### src/assert_macros.svh
// Assertion macros shared by the encoder sources.
// Each macro takes a label, the clock, the reset and a condition.
`ifndef ASSERT_MACROS_SVH
`define ASSERT_MACROS_SVH
`ifndef ASSERT_OFF
// The property must hold at every clock edge out of reset.
`define TTHV_ASSERT(lbl, clk, rst, prop) \
  lbl: assert property (@(posedge clk) disable iff (rst) prop) \
    else $error("tthv: assertion failed");
// The condition must never be true at a clock edge out of reset.
`define TTHV_NEVER(lbl, clk, rst, cond) \
  lbl: assert property (@(posedge clk) disable iff (rst) !(cond)) \
    else $error("tthv: forbidden condition seen");
`else
`define TTHV_ASSERT(lbl, clk, rst, prop)
`define TTHV_NEVER(lbl, clk, rst, cond)
`endif
`endif

### src/tthv_pkg.sv
package tthv_pkg;

  // Hypervector size in 64-bit words per token.
  localparam int HV_WORDS = 8;
  localparam int HV_CNT_W = (HV_WORDS > 1) ? $clog2(HV_WORDS) : 1;

  // Hash and generator constants.
  localparam logic [63:0] FNV_BASIS   = 64'd14695981039346656037;
  localparam logic [63:0] XS_FALLBACK = 64'd88172645463325252;

  // Token count ceiling and register reset values.
  localparam logic [12:0] TOKEN_CAP       = 13'd4096;
  localparam logic [12:0] MAX_TOKENS_RST  = 13'd256;
  localparam logic [7:0]  MAX_TOK_LEN_RST = 8'd63;

  // Configuration port.
  localparam int CFG_IDX_W  = 1;
  localparam int CFG_DATA_W = 13;
  localparam logic [CFG_IDX_W-1:0] CFG_MAX_TOKENS    = 1'd0;
  localparam logic [CFG_IDX_W-1:0] CFG_MAX_TOKEN_LEN = 1'd1;

  // Job queue between the front and the back.
  localparam int QDEPTH = 4;
  localparam int QPTR_W = $clog2(QDEPTH);

  // Packed output beat: hv_word, word_index, token_position, token_last.
  localparam int M_TDATA_W = 80;

  // One finished token (or a bare end marker) waiting for expansion.
  typedef struct packed {
    logic [63:0] hash;
    logic [11:0] pos;
    logic        done;
    logic        bare;
  } job_t;

  // One FNV-1a step; the prime 2^40 + 0x1B3 is applied as shifted adds.
  function automatic logic [63:0] fnv_step(input logic [63:0] h, input logic [7:0] c);
    logic [63:0] x;
    x = h ^ {56'd0, c};
    return (x << 40) + (x << 8) + (x << 7) + (x << 5) + (x << 4) + (x << 1) + x;
  endfunction

endpackage

### src/tthv_queue.sv
`include "assert_macros.svh"

module tthv_queue
  import tthv_pkg::*;
(
  input  logic clk,
  input  logic rst,
  input  logic push,
  input  job_t push_job,
  output logic full,
  input  logic pop,
  output job_t pop_job,
  output logic empty
);

  job_t              mem [QDEPTH];
  logic [QPTR_W-1:0] wr_ptr;
  logic [QPTR_W-1:0] rd_ptr;
  logic [QPTR_W:0]   count;

  assign full    = (count == (QPTR_W+1)'(QDEPTH));
  assign empty   = (count == '0);
  assign pop_job = mem[rd_ptr];

  // Entry storage, written at the tail.
  always_ff @(posedge clk) begin
    if (push) begin
      mem[wr_ptr] <= push_job;
    end
  end

  // Pointers and fill count.
  always_ff @(posedge clk) begin
    if (rst) begin
      wr_ptr <= '0;
      rd_ptr <= '0;
      count  <= '0;
    end else begin
      if (push) begin
        wr_ptr <= wr_ptr + QPTR_W'(1);
      end
      if (pop) begin
        rd_ptr <= rd_ptr + QPTR_W'(1);
      end
      if (push && !pop) begin
        count <= count + (QPTR_W+1)'(1);
      end else if (pop && !push) begin
        count <= count - (QPTR_W+1)'(1);
      end
    end
  end

  `TTHV_NEVER(a_no_push_full, clk, rst, push && full)
  `TTHV_NEVER(a_no_pop_empty, clk, rst, pop && empty)
  `TTHV_ASSERT(a_count_bound, clk, rst, count <= (QPTR_W+1)'(QDEPTH))

endmodule

### src/tthv_front.sv
`include "assert_macros.svh"

module tthv_front
  import tthv_pkg::*;
(
  input  logic                  clk,
  input  logic                  rst,
  input  logic                  s_tvalid,
  output logic                  s_tready,
  input  logic [7:0]            s_tdata,
  input  logic                  s_tuser,
  input  logic                  s_tlast,
  input  logic                  cfg_valid,
  output logic                  cfg_ready,
  input  logic [CFG_IDX_W-1:0]  cfg_index,
  input  logic [CFG_DATA_W-1:0] cfg_data,
  output logic                  q_push,
  output job_t                  q_job,
  input  logic                  q_full
);

  typedef enum logic [1:0] {F_IDLE, F_PLAN, F_PUSH} fstate_t;

  fstate_t     state;
  logic [7:0]  byte_q;
  logic        has_q;
  logic        end_q;
  logic        in_word;
  logic [7:0]  tok_len;
  logic [63:0] hash;
  logic [12:0] tok_cnt;
  logic [12:0] max_tokens;
  logic [7:0]  max_len;
  logic        pend1;
  logic        pend2;
  logic        pendb;
  job_t        job1;
  job_t        job2;

  logic        valid_b;
  logic        is_space;
  logic        is_upper;
  logic        is_word;
  logic        is_other;
  logic [12:0] lim_tok;
  logic [7:0]  lim_len;
  logic [7:0]  lc;
  logic [63:0] fnv_base;
  logic [63:0] fnv_out;
  logic        w_start;
  logic [7:0]  len_new;
  logic        j1;
  logic        j2;
  logic [12:0] cnt1;
  logic        cont;
  logic        pend1_next;
  logic        pend2_next;
  logic        pendb_next;
  job_t        bare_job;

  assign s_tready  = (state == F_IDLE);
  assign cfg_ready = 1'b1;

  // Byte classes, limits and the single hash unit.
  always_comb begin
    valid_b  = has_q && (byte_q != 8'd0);
    is_space = (byte_q == 8'h20) || ((byte_q >= 8'h09) && (byte_q <= 8'h0D));
    is_upper = (byte_q >= 8'h41) && (byte_q <= 8'h5A);
    is_word  = is_upper || ((byte_q >= 8'h30) && (byte_q <= 8'h39)) ||
               ((byte_q >= 8'h61) && (byte_q <= 8'h7A)) || (byte_q == 8'h5F);
    is_other = valid_b && !is_space && !is_word;
    lim_tok  = (max_tokens > TOKEN_CAP) ? TOKEN_CAP : max_tokens;
    lim_len  = (max_len == 8'd0) ? 8'd1 : max_len;
    lc       = is_upper ? (byte_q + 8'd32) : byte_q;
    fnv_base = (is_word && in_word) ? hash : FNV_BASIS;
    fnv_out  = fnv_step(fnv_base, lc);
  end

  // Token plan for the latched item: a pending word token, a one-byte token,
  // or a bare end marker.
  always_comb begin
    w_start = valid_b && is_word && (in_word || (tok_cnt < lim_tok));
    len_new = (in_word ? tok_len : 8'd0) + 8'd1;
    j1 = (valid_b && !is_word && in_word) ||
         (w_start && ((len_new >= lim_len) || end_q)) ||
         (!valid_b && in_word && end_q);
    cnt1 = tok_cnt + {12'd0, j1};
    j2   = is_other && (cnt1 < lim_tok);
    cont = w_start && !j1;
  end

  // Push order: word token first, then the one-byte token, then the marker.
  always_comb begin
    bare_job   = '{hash: '0, pos: '0, done: 1'b1, bare: 1'b1};
    pend1_next = pend1;
    pend2_next = pend2;
    pendb_next = pendb;
    q_push     = (state == F_PUSH) && !q_full;
    priority if (pend1) begin
      q_job      = job1;
      pend1_next = 1'b0;
    end else if (pend2) begin
      q_job      = job2;
      pend2_next = 1'b0;
    end else begin
      q_job      = bare_job;
      pendb_next = 1'b0;
    end
  end

  // Front state machine, token state and configuration registers.
  always_ff @(posedge clk) begin
    if (rst) begin
      state      <= F_IDLE;
      in_word    <= 1'b0;
      tok_len    <= 8'd0;
      hash       <= FNV_BASIS;
      tok_cnt    <= 13'd0;
      max_tokens <= MAX_TOKENS_RST;
      max_len    <= MAX_TOK_LEN_RST;
      pend1      <= 1'b0;
      pend2      <= 1'b0;
      pendb      <= 1'b0;
    end else begin
      if (cfg_valid) begin
        unique case (cfg_index)
          CFG_MAX_TOKENS:    max_tokens <= cfg_data;
          CFG_MAX_TOKEN_LEN: max_len    <= cfg_data[7:0];
        endcase
      end
      unique case (state)
        F_IDLE: begin
          if (s_tvalid) begin
            byte_q <= s_tdata;
            has_q  <= s_tuser;
            end_q  <= s_tlast;
            state  <= F_PLAN;
          end
        end
        F_PLAN: begin
          job1  <= '{hash: (w_start ? fnv_out : hash), pos: tok_cnt[11:0],
                     done: end_q && !j2, bare: 1'b0};
          job2  <= '{hash: fnv_out, pos: cnt1[11:0], done: end_q, bare: 1'b0};
          pend1 <= j1;
          pend2 <= j2;
          pendb <= end_q && !j1 && !j2;
          if (end_q) begin
            in_word <= 1'b0;
            tok_len <= 8'd0;
            hash    <= FNV_BASIS;
            tok_cnt <= 13'd0;
          end else if (valid_b) begin
            // An ignored beat leaves the pending token as it is.
            in_word <= cont;
            tok_len <= cont ? len_new : 8'd0;
            hash    <= cont ? fnv_out : FNV_BASIS;
            tok_cnt <= cnt1 + {12'd0, j2};
          end
          state <= (j1 || j2 || end_q) ? F_PUSH : F_IDLE;
        end
        F_PUSH: begin
          if (!q_full) begin
            pend1 <= pend1_next;
            pend2 <= pend2_next;
            pendb <= pendb_next;
            if (!pend1_next && !pend2_next && !pendb_next) begin
              state <= F_IDLE;
            end
          end
        end
        default: state <= F_IDLE;
      endcase
    end
  end

  `TTHV_ASSERT(a_push_has_work, clk, rst, (state == F_PUSH) |-> (pend1 || pend2 || pendb))
  `TTHV_NEVER(a_no_push_outside, clk, rst, q_push && (state != F_PUSH))
  `TTHV_ASSERT(a_cnt_bound, clk, rst, tok_cnt <= (TOKEN_CAP + 13'd1))

endmodule

### src/tthv_back.sv
`include "assert_macros.svh"

module tthv_back
  import tthv_pkg::*;
(
  input  logic                 clk,
  input  logic                 rst,
  input  job_t                 q_job,
  input  logic                 q_empty,
  output logic                 q_pop,
  output logic                 m_tvalid,
  input  logic                 m_tready,
  output logic [M_TDATA_W-1:0] m_tdata,
  output logic                 m_tuser,
  output logic                 m_tlast
);

  logic                busy;
  logic [63:0]         gen;
  logic [HV_CNT_W-1:0] widx;
  logic [11:0]         job_pos;
  logic                job_done;

  logic                out_valid;
  logic [63:0]         out_word;
  logic [2:0]          out_idx;
  logic [11:0]         out_pos;
  logic                out_wvalid;
  logic                out_last;
  logic                out_done;

  logic                out_free;
  logic                last_word;
  logic [63:0]         xs;
  logic                emit_word;
  logic                emit_bare;
  logic                load_job;

  // One xorshift64 step; a zero state is replaced first.
  function automatic logic [63:0] xorshift(input logic [63:0] s);
    logic [63:0] x;
    x = (s == 64'd0) ? XS_FALLBACK : s;
    x = x ^ (x << 13);
    x = x ^ (x >> 7);
    x = x ^ (x << 17);
    return x;
  endfunction

  // Word generation and job intake.
  always_comb begin
    out_free  = !out_valid || m_tready;
    last_word = (widx == HV_CNT_W'(HV_WORDS - 1));
    xs        = xorshift(gen);
    emit_word = busy && out_free;
    emit_bare = !busy && !q_empty && q_job.bare && out_free;
    load_job  = !busy && !q_empty && !q_job.bare;
    q_pop     = emit_bare || load_job;
  end

  assign m_tvalid = out_valid;
  assign m_tdata  = {out_last, out_pos, out_idx, out_word};
  assign m_tuser  = out_wvalid;
  assign m_tlast  = out_done;

  // Generator sequencer and output register.
  always_ff @(posedge clk) begin
    if (rst) begin
      busy      <= 1'b0;
      out_valid <= 1'b0;
    end else begin
      if (load_job) begin
        busy     <= 1'b1;
        gen      <= q_job.hash;
        widx     <= '0;
        job_pos  <= q_job.pos;
        job_done <= q_job.done;
      end
      if (emit_word) begin
        gen        <= xs;
        widx       <= widx + HV_CNT_W'(1);
        out_valid  <= 1'b1;
        out_word   <= xs;
        out_idx    <= 3'(widx);
        out_pos    <= job_pos;
        out_wvalid <= 1'b1;
        out_last   <= last_word;
        out_done   <= last_word && job_done;
        if (last_word) begin
          busy <= 1'b0;
        end
      end else if (emit_bare) begin
        out_valid  <= 1'b1;
        out_word   <= 64'd0;
        out_idx    <= 3'd0;
        out_pos    <= 12'd0;
        out_wvalid <= 1'b0;
        out_last   <= 1'b0;
        out_done   <= 1'b1;
      end else if (m_tready) begin
        out_valid <= 1'b0;
      end
    end
  end

  `TTHV_NEVER(a_no_pop_busy, clk, rst, q_pop && busy)
  `TTHV_ASSERT(a_done_on_end, clk, rst, (out_valid && out_done && out_wvalid) |-> out_last)
  `TTHV_ASSERT(a_hold_stalled, clk, rst, (out_valid && !m_tready) |=> out_valid)

endmodule

### src/text_token_hypervector_encoder_unit.sv
// Channel  Direction  Beat contents
// s_*      in         tdata: char_byte; tuser: has_byte; tlast: text_end
// m_*      out        tdata: hv_word, word_index, token_position, token_last;
//                     tuser: word_valid; tlast: text_done
// cfg_*    in         cfg_index selects max_tokens (0) or max_token_len (1)
//
// The front latches one input beat, plans its tokens, then pushes each job
// (tokens, then any end marker) before it accepts the next beat.
// The back handles a token as one load, then one xorshift step per output
// word; a bare end marker goes out as a single beat.
// A 4-entry job queue lets the front keep taking bytes while the back works.
// Reset is synchronous; it clears control, token and limit state, not data registers.
// m_tready low holds the output beat; the back and then the front stall.
module text_token_hypervector_encoder_unit
  import tthv_pkg::*;
(
  input  logic                  clk,
  input  logic                  rst,
  input  logic                  s_tvalid,
  output logic                  s_tready,
  input  logic [7:0]            s_tdata,   // [7:0] char_byte
  input  logic                  s_tuser,   // [0] has_byte
  input  logic                  s_tlast,
  output logic                  m_tvalid,
  input  logic                  m_tready,
  output logic [M_TDATA_W-1:0]  m_tdata,   // [63:0] hv_word, [66:64] word_index,
                                           // [78:67] token_position, [79] token_last
  output logic                  m_tuser,   // [0] word_valid
  output logic                  m_tlast,
  input  logic                  cfg_valid,
  output logic                  cfg_ready,
  input  logic [CFG_IDX_W-1:0]  cfg_index,
  input  logic [CFG_DATA_W-1:0] cfg_data
);

  logic q_push;
  logic q_full;
  logic q_pop;
  logic q_empty;
  job_t push_job;
  job_t pop_job;

  // Tokenizer and hasher.
  tthv_front u_front (
    .clk       (clk),
    .rst       (rst),
    .s_tvalid  (s_tvalid),
    .s_tready  (s_tready),
    .s_tdata   (s_tdata),
    .s_tuser   (s_tuser),
    .s_tlast   (s_tlast),
    .cfg_valid (cfg_valid),
    .cfg_ready (cfg_ready),
    .cfg_index (cfg_index),
    .cfg_data  (cfg_data),
    .q_push    (q_push),
    .q_job     (push_job),
    .q_full    (q_full)
  );

  // Job queue between the two halves.
  tthv_queue u_queue (
    .clk      (clk),
    .rst      (rst),
    .push     (q_push),
    .push_job (push_job),
    .full     (q_full),
    .pop      (q_pop),
    .pop_job  (pop_job),
    .empty    (q_empty)
  );

  // Hypervector word generator.
  tthv_back u_back (
    .clk      (clk),
    .rst      (rst),
    .q_job    (pop_job),
    .q_empty  (q_empty),
    .q_pop    (q_pop),
    .m_tvalid (m_tvalid),
    .m_tready (m_tready),
    .m_tdata  (m_tdata),
    .m_tuser  (m_tuser),
    .m_tlast  (m_tlast)
  );

endmodule

### config.mk
export PLATFORM = sky130hd
export DESIGN_NAME = text_token_hypervector_encoder_unit
export DESIGN_NICKNAME = d
export VERILOG_FILES = /design/src/tthv_pkg.sv /design/src/tthv_queue.sv /design/src/tthv_front.sv /design/src/tthv_back.sv /design/src/text_token_hypervector_encoder_unit.sv
export VERILOG_INCLUDE_DIRS = /design/src /design/src/src
export SDC_FILE = /design/constraint.sdc
export NUM_CORES = 2
export LEC_CHECK = 0
export BUFFER_PORTS_ARGS = -buffer_cell sky130_fd_sc_hd__buf_2
export CORE_MARGIN = 1.5
export CORE_UTILIZATION = 52
export DETAILED_ROUTE_END_ITERATION = 10
export GPL_ROUTABILITY_DRIVEN = 0
export PLACE_DENSITY_LB_ADDON = 0.2
export SLEW_MARGIN = 5
export SYNTH_ARGS = -nofsm -noshare
export SYNTH_HDL_FRONTEND = slang
export SYNTH_SLANG_ARGS = --single-unit
### constraint.sdc
create_clock -name clk -period 10.81 [get_ports clk]
set_input_delay 1.6215 -clock clk [delete_from_list [all_inputs] [get_ports clk]]
set_output_delay 1.6215 -clock clk [all_outputs]
set_load 0.01 [all_outputs]
======== After elaboration in Yosys (flattened, before gate mapping) ========
Memory sizes are Yosys's and may differ from the RTL's. A register that Yosys moved wholly into a read port is not among the register bits.
Index checks and enable logic that the tools add are counted.
cells by class
  mux-type cells .......................... 59
  equality and inequality tests ........... 9
  add/subtract/negate cells ............... 15
  reduce and logical (&&, ||, !) cells .... 77
  $lt $le $gt $ge ......................... 12
  bitwise gates (word level) .............. 6
operators by type and width
  operator              number
  $mux 64               10
  $add 64x64->64        6
  $mux 78               2
  $xor 64x64->64        2
  $logic_not 64->1      1
  $xor 64x57->64        1
  $xor 64x8->64         1
  $mux 8                6
  $mux 13               3
  $logic_and 1x1->1     30
  $add 13x1->13         2
  $lt 13x13->1          2
  $mux 12               2
  $mux 1                20
  $mux 3                6
  $ge 8x7->1 const B    2
  $le 8x7->1 const B    2
  $reduce_and 2->1      8
  $logic_not 1->1       14
  $gt 13x13->1 const B  1
  $logic_or 1x1->1      12
  $mux 2                6
  $reduce_bool 2->1     5
  $add 8x1->8 const B   1
  other kinds (24)      33
word-level totals
  output and inout port bits .............. 85
  memory bits (writable) .................. 312
  register bits ........................... 447
  logic and storage cells ................. 213
  memories kept ........................... 1
  input bits .............................. 29
memories
  memory       words  width  read ports  clocked after Yosys merged registers in  wr ports  RTL line          text
  u_queue.mem  4      78     1           1                                        1         tthv_queue.sv:16  job_t mem [QDEPTH];

======== Depth between registers and ports, before layout ========
  depth in word-level cells ............... 17
  gate-level depth with buffers ........... 35

======== Cells and area by module ========
A second synthesis with hierarchy kept.
unflattened totals
  cell total of the unflattened synthesis .. 3,400
  area, all modules ....................... 42,609.6 sq um
modules (own cells, without submodules)
  module      cells an instance  times used  sequential area each (sq um)  area an instance (sq um)
  tthv_front  2,334              1           7,166.9                       23,060.9
  tthv_queue  452                1           9,549.2                       11,702.5
  tthv_back   614                1           4,904.7                       7,846.3

======== Worst setup path after synthesis ========
Ideal clock, no wire load.
  path kind ............................... input to register
  start point ............................. in rst
  end point ............................... reg u_front.job1[10] (netlist name) (enable)
  slack ................................... 1.526 ns
  data arrival time ....................... 8.614 ns
  stages on the path ...................... 4
  data required time ...................... 10.140 ns
  path through ............................ clkbuf_1 > clkbuf_1 > clkbuf_1 > nor2_1
on the way
  cells in the longest elaborated chain, start to end .. 2
ends and longest elaborated chain
  item                        RTL line                                   text
  start, declared             text_token_hypervector_encoder_unit.sv:18  input logic rst,
  $not 1->1 (no line)         -
  $reduce_and 2->1 (no line)  -
  end signal, assigned        tthv_front.sv:141                          job1 <= '{hash: (w_start ? fnv_out : hash), pos: tok_cnt[11:0],
  end, declared               tthv_front.sv:37                           job_t job1;
No other way between the ends.
A chain may end at the register's enable or synchronous reset.

======== Worst setup path after layout ========
  start point ............................. reg u_front.byte_q[5]
  end point ............................... reg u_front.job1[72] (netlist name) (data pin)
on the way
  cells in the longest elaborated chain, start to end .. 15
  elaborated cells on any way between the ends .. 29
  those cells by class .................... add/sub: 7; order compare: 6; eq/ne: 1; mux: 3; bitwise: 1; reduce/logical: 11
ends and longest elaborated chain
  item                                         RTL line                            text
  start, declared                              tthv_front.sv:25                    logic [7:0] byte_q;
  start signal, assigned                       tthv_front.sv:134                   byte_q <= s_tdata;
  $ge 8x7->1 (tied with other cells)           tthv_front.sv:68                    is_upper = (byte_q >= 8'h41) && (byte_q <= 8'h5A);
  $logic_and 1x1->1, on equally long branches  tthv_front.sv:68, tthv_front.sv:69
  $logic_or 1x1->1 (2 in a row)                tthv_front.sv:69                    is_word = is_upper || ((byte_q >= 8'h30) && (byte_q <= 8'h39)) ||
  $logic_or 1x1->1                             tthv_front.sv:70                    ((byte_q >= 8'h61) && (byte_q <= 8'h7A)) || (byte_q == 8'h5F);
  $logic_and 1x1->1                            tthv_front.sv:75                    fnv_base = (is_word && in_word) ? hash : FNV_BASIS;
  $mux 64                                      tthv_front.sv:75
  $xor 64x8->64 (*)                            tthv_pkg.sv:40                      x = h ^ {56'd0, c};
  $add 64x64->64 (5 in a row)                  tthv_pkg.sv:41                      return (x << 40) + (x << 8) + (x << 7) + (x << 5) + (x << 4) + (x << 1) + x;
  $add 64x64->64 (*)                           tthv_pkg.sv:41
  named net u_front.fnv_out[58]                tthv_front.sv:49                    logic [63:0] fnv_out;
  $mux 64 (*)                                  tthv_front.sv:141
The timed path passes the listed nets; every way through them passes the cells marked *.

==> metrics.yaml <==
yosys:
  syn-num-nets: 3776
  ys_async_sr_fraction: 0
  synth_ff_type: "edfxtp_1"
  yosys_warnings: 0
  synth.cell_area_um2: 42500
  ys_seq_elements: 761
  seq_area_frac_synth: 0.508
  syn_inst: 3353
  avgSynthCellArea_um2: 12.7
  synth-edff-count: 638
  yosysUniqueCellTypes: 86
clock_tree:
  ctsHtreeMaxLevel: 3
  tritoncts: "done"
  clkLatencyLatePin_ns: 0.65
  cts_resized: 0
  cts.sinks: 761
  cts-buffers-inserted: 79
  post_cts_buffers: 0
  clockRootBuffer: "clkbuf_16"
  clock_path_buffers: 3
  hold_buffers: 0
  clk_pin_slew_ns: 0.06
critical_path:
  cp-endpoint: "u_front.job1[72]$_DFFE_PP_"
  cpMostUsedCell: "inv_1"
  path_class: "reg -> reg"
  cp_max_fo: 60
  max_stage_delay_ns: 0.95
  rr_worst_depth: 26
  r2r_end: "u_front.job1[72]$_DFFE_PP_"
  cp-startpoint: "u_front.byte_q[5]$_DFFE_PP_"
  worstPathArrival_ns: 9.01
  critical_path_required_ns: 11.20
  timing.rr.start: "u_front.byte_q[5]$_DFFE_PP_"
  r2r_slack_ns: 2.19
  cpMaxStageDelayCell: "o21ai_0"
  start_kind: "register"
  cp-end-kind: "register"
floorplan:
  dieArea_um2: 83500
  start_util: 0.527
  core_area_um2: 80800
  rows: 104
  die_y_um: 289
  io_pins: 114
  die_x_um: 289
global_routing:
  grt_max_degree: 94
  antenna_found_initial: 2
  grt_pass1_wl_um: 158000
  grt_pass1_vias: 26600
  grt_usage: 0.250
  overflow: 0
timing:
  holdWs_ns: 0.454
  layout_worst_path_cycle_share: 0.798
  slew_viol_final: 0
  setup_viol: 0
  rsz0062_at_grt: "false"
  final.setup.tns_ns: 0
  maxSlewHeadroom: 0.199
  fin_skew_ns: 0.0421
  hold_viol_final: 0
  fin_ws_ns: 2.19
  max_freq_mhz: 116
  tightestPinTransition_ns: 1.19
  period_needed_ns: 8.62
power_and_ir_drop:
  ir_drop_mv: 0.131
  leakage_nw: 18.5
  power.share.clock: 0.287
  powerDensity_nw_per_um2: 205
  combPwrFrac: 0.305
  p_seq_frac: 0.408
  totalPowerFinal_mw: 9.56
  switching_share: 0.328
  power.internal_mw: 6.42
  netSwitchingPower_mw: 3.14
place:
  pre_cts_ws_ns: 2.38
  io_buffers: 112
  hpwl_um: 75800
run:
  max-cap-violations: 0
route:
  vias_per_cell: 5.85
  vias: 26600
  ant_nets: 0
  drtIter0Drc: 2355
  drtPass1Iterations: 7
  wirelength_um: 103000
  drc: 0
  avgRoutedWirePerCell_um: 22.6
cells_and_area:
  final_cell_mix: "edfxtp_1, inv_1, fa_1"
  area_growth_pct: 9.85
  fillCellCount: 6391
  drive_gt1_frac: 0.126
  nNetsFinal: 3845
  num_antenna_cells: 0
  post-route-util: 0.578
  final_common_cell: "edfxtp_1"
run_status:
  outcome: "finished clean"
worst_hold_path:
  hp-class: "reg -> reg"
  min_from: "u_front.max_tokens[4]$_SDFFE_PP0P_"
==> state kept, by name, indices dropped and copies added (netlist names), 13 cells and up, named ones only <==
signal and count:
u_front.tok_cnt 13, u_back.out_word 64, u_front.job1 77, u_queue.mem 312, u_front.job2 77, u_front.hash 64, u_back.gen 64, u_front.max_tokens 13
==> through the flow <==
stage                     instance area, um2  cells
final                                  46700   4548
after global routing                   46700   4548
after CTS                              46700   4548
after detailed placement               44100   4401
after global placement                 44100   4401
after floorplan                        42500   3353
==> Yosys cell counts, drive strengths merged (15+ instances only) <==
cell    number  area (um2)
o21ai       82         410
xnor2      213        1960
mux2        53         597
o21bai      15         113
nand2      175         659
ha         160        2000
a22oi       48         360
nor3        25         136
and2        17         106
dfxtp      123        2460
nand3       39         195
nor2b       16         100
inv        407        1530
nand4       30         188
a22o        76         666
and3        34         213
buf         32         159
nand2b      51         319
a21o       125         938
a21oi      148         748
fa         234        4680
mux4        78        1760
o22ai       15        93.8
xor2        61         542
nor4        24         165
edfxtp     638       19200
nor2       172         646
clkbuf     113         424
==> per-layer routing <==
layer,up-vias,wire length (um),GRT usage
li1,12000,-,-
met1,13500,45600,0.359
met2,962,47200,0.392
met3,187,6890,0.0369
met4,0,3150,0.0827
met5,-,0,0
==> worst min-delay path by stage <==
stage	to	slack, ns	cells after the start
2_1_floorplan	u_front.job1[8]$_DFFE_PP_	0.43	0
3_3_place_gp	u_front.max_tokens[1]$_SDFFE_PP0P_	0.45	2
3_5_place_dp	u_front.max_tokens[4]$_SDFFE_PP0P_	0.45	2
4_1_cts	u_front.max_tokens[4]$_SDFFE_PP0P_	0.46	2
5_1_grt	u_front.max_len[2]$_SDFFE_PP1P_	0.49	1
6_report	u_front.max_tokens[4]$_SDFFE_PP0P_	0.45	2
==> worst max-delay path: cells and delay by family, from the launching register on <==
family          cells  cell delay (ns)
fa+ha+maj           6             2.43
compound gates      6             2.21
buf+inv             5             1.18
simple gates        6             0.84
xor+xnor            1             0.68
mux                 2             0.52
flops               1             0.49
==> final cells by class <==
type                       count  area (um2)  area share
clock buffer                  96        2090      0.0447
clock inverter                51         557      0.0119
inverter                     407        1530      0.0327
multi-input combinational   2040       18900       0.404
sequential                   761       21600       0.463
tap                         1060        1330      0.0284
timing repair buffer         133         721      0.0154
==> cells by family after synthesis <==
logic type               Yosys count  synth area share
AO/OA/AOI/OAI                    606            0.0979
XOR/XNOR                         274            0.0587
adder cells (fa/ha/maj)          396             0.158
buffers and inverters            552            0.0496
flip-flops                       761             0.508
multiplexers                     134            0.0560
other                              1         0.0000881
AND/OR/NAND/NOR                  629            0.0720
==> power by group through the flow <==
stage	clock network [mW]	logic, mW	registers [mW]
2_1_floorplan	0	2.08	3.92
3_3_place_gp	0	2.84	3.96
3_5_place_dp	0	2.89	3.96
4_1_cts	2.79	2.90	3.90
5_1_grt	2.91	3.13	3.93
6_report	2.74	2.91	3.90
Note: power is estimated with default switching activity, not from simulation.
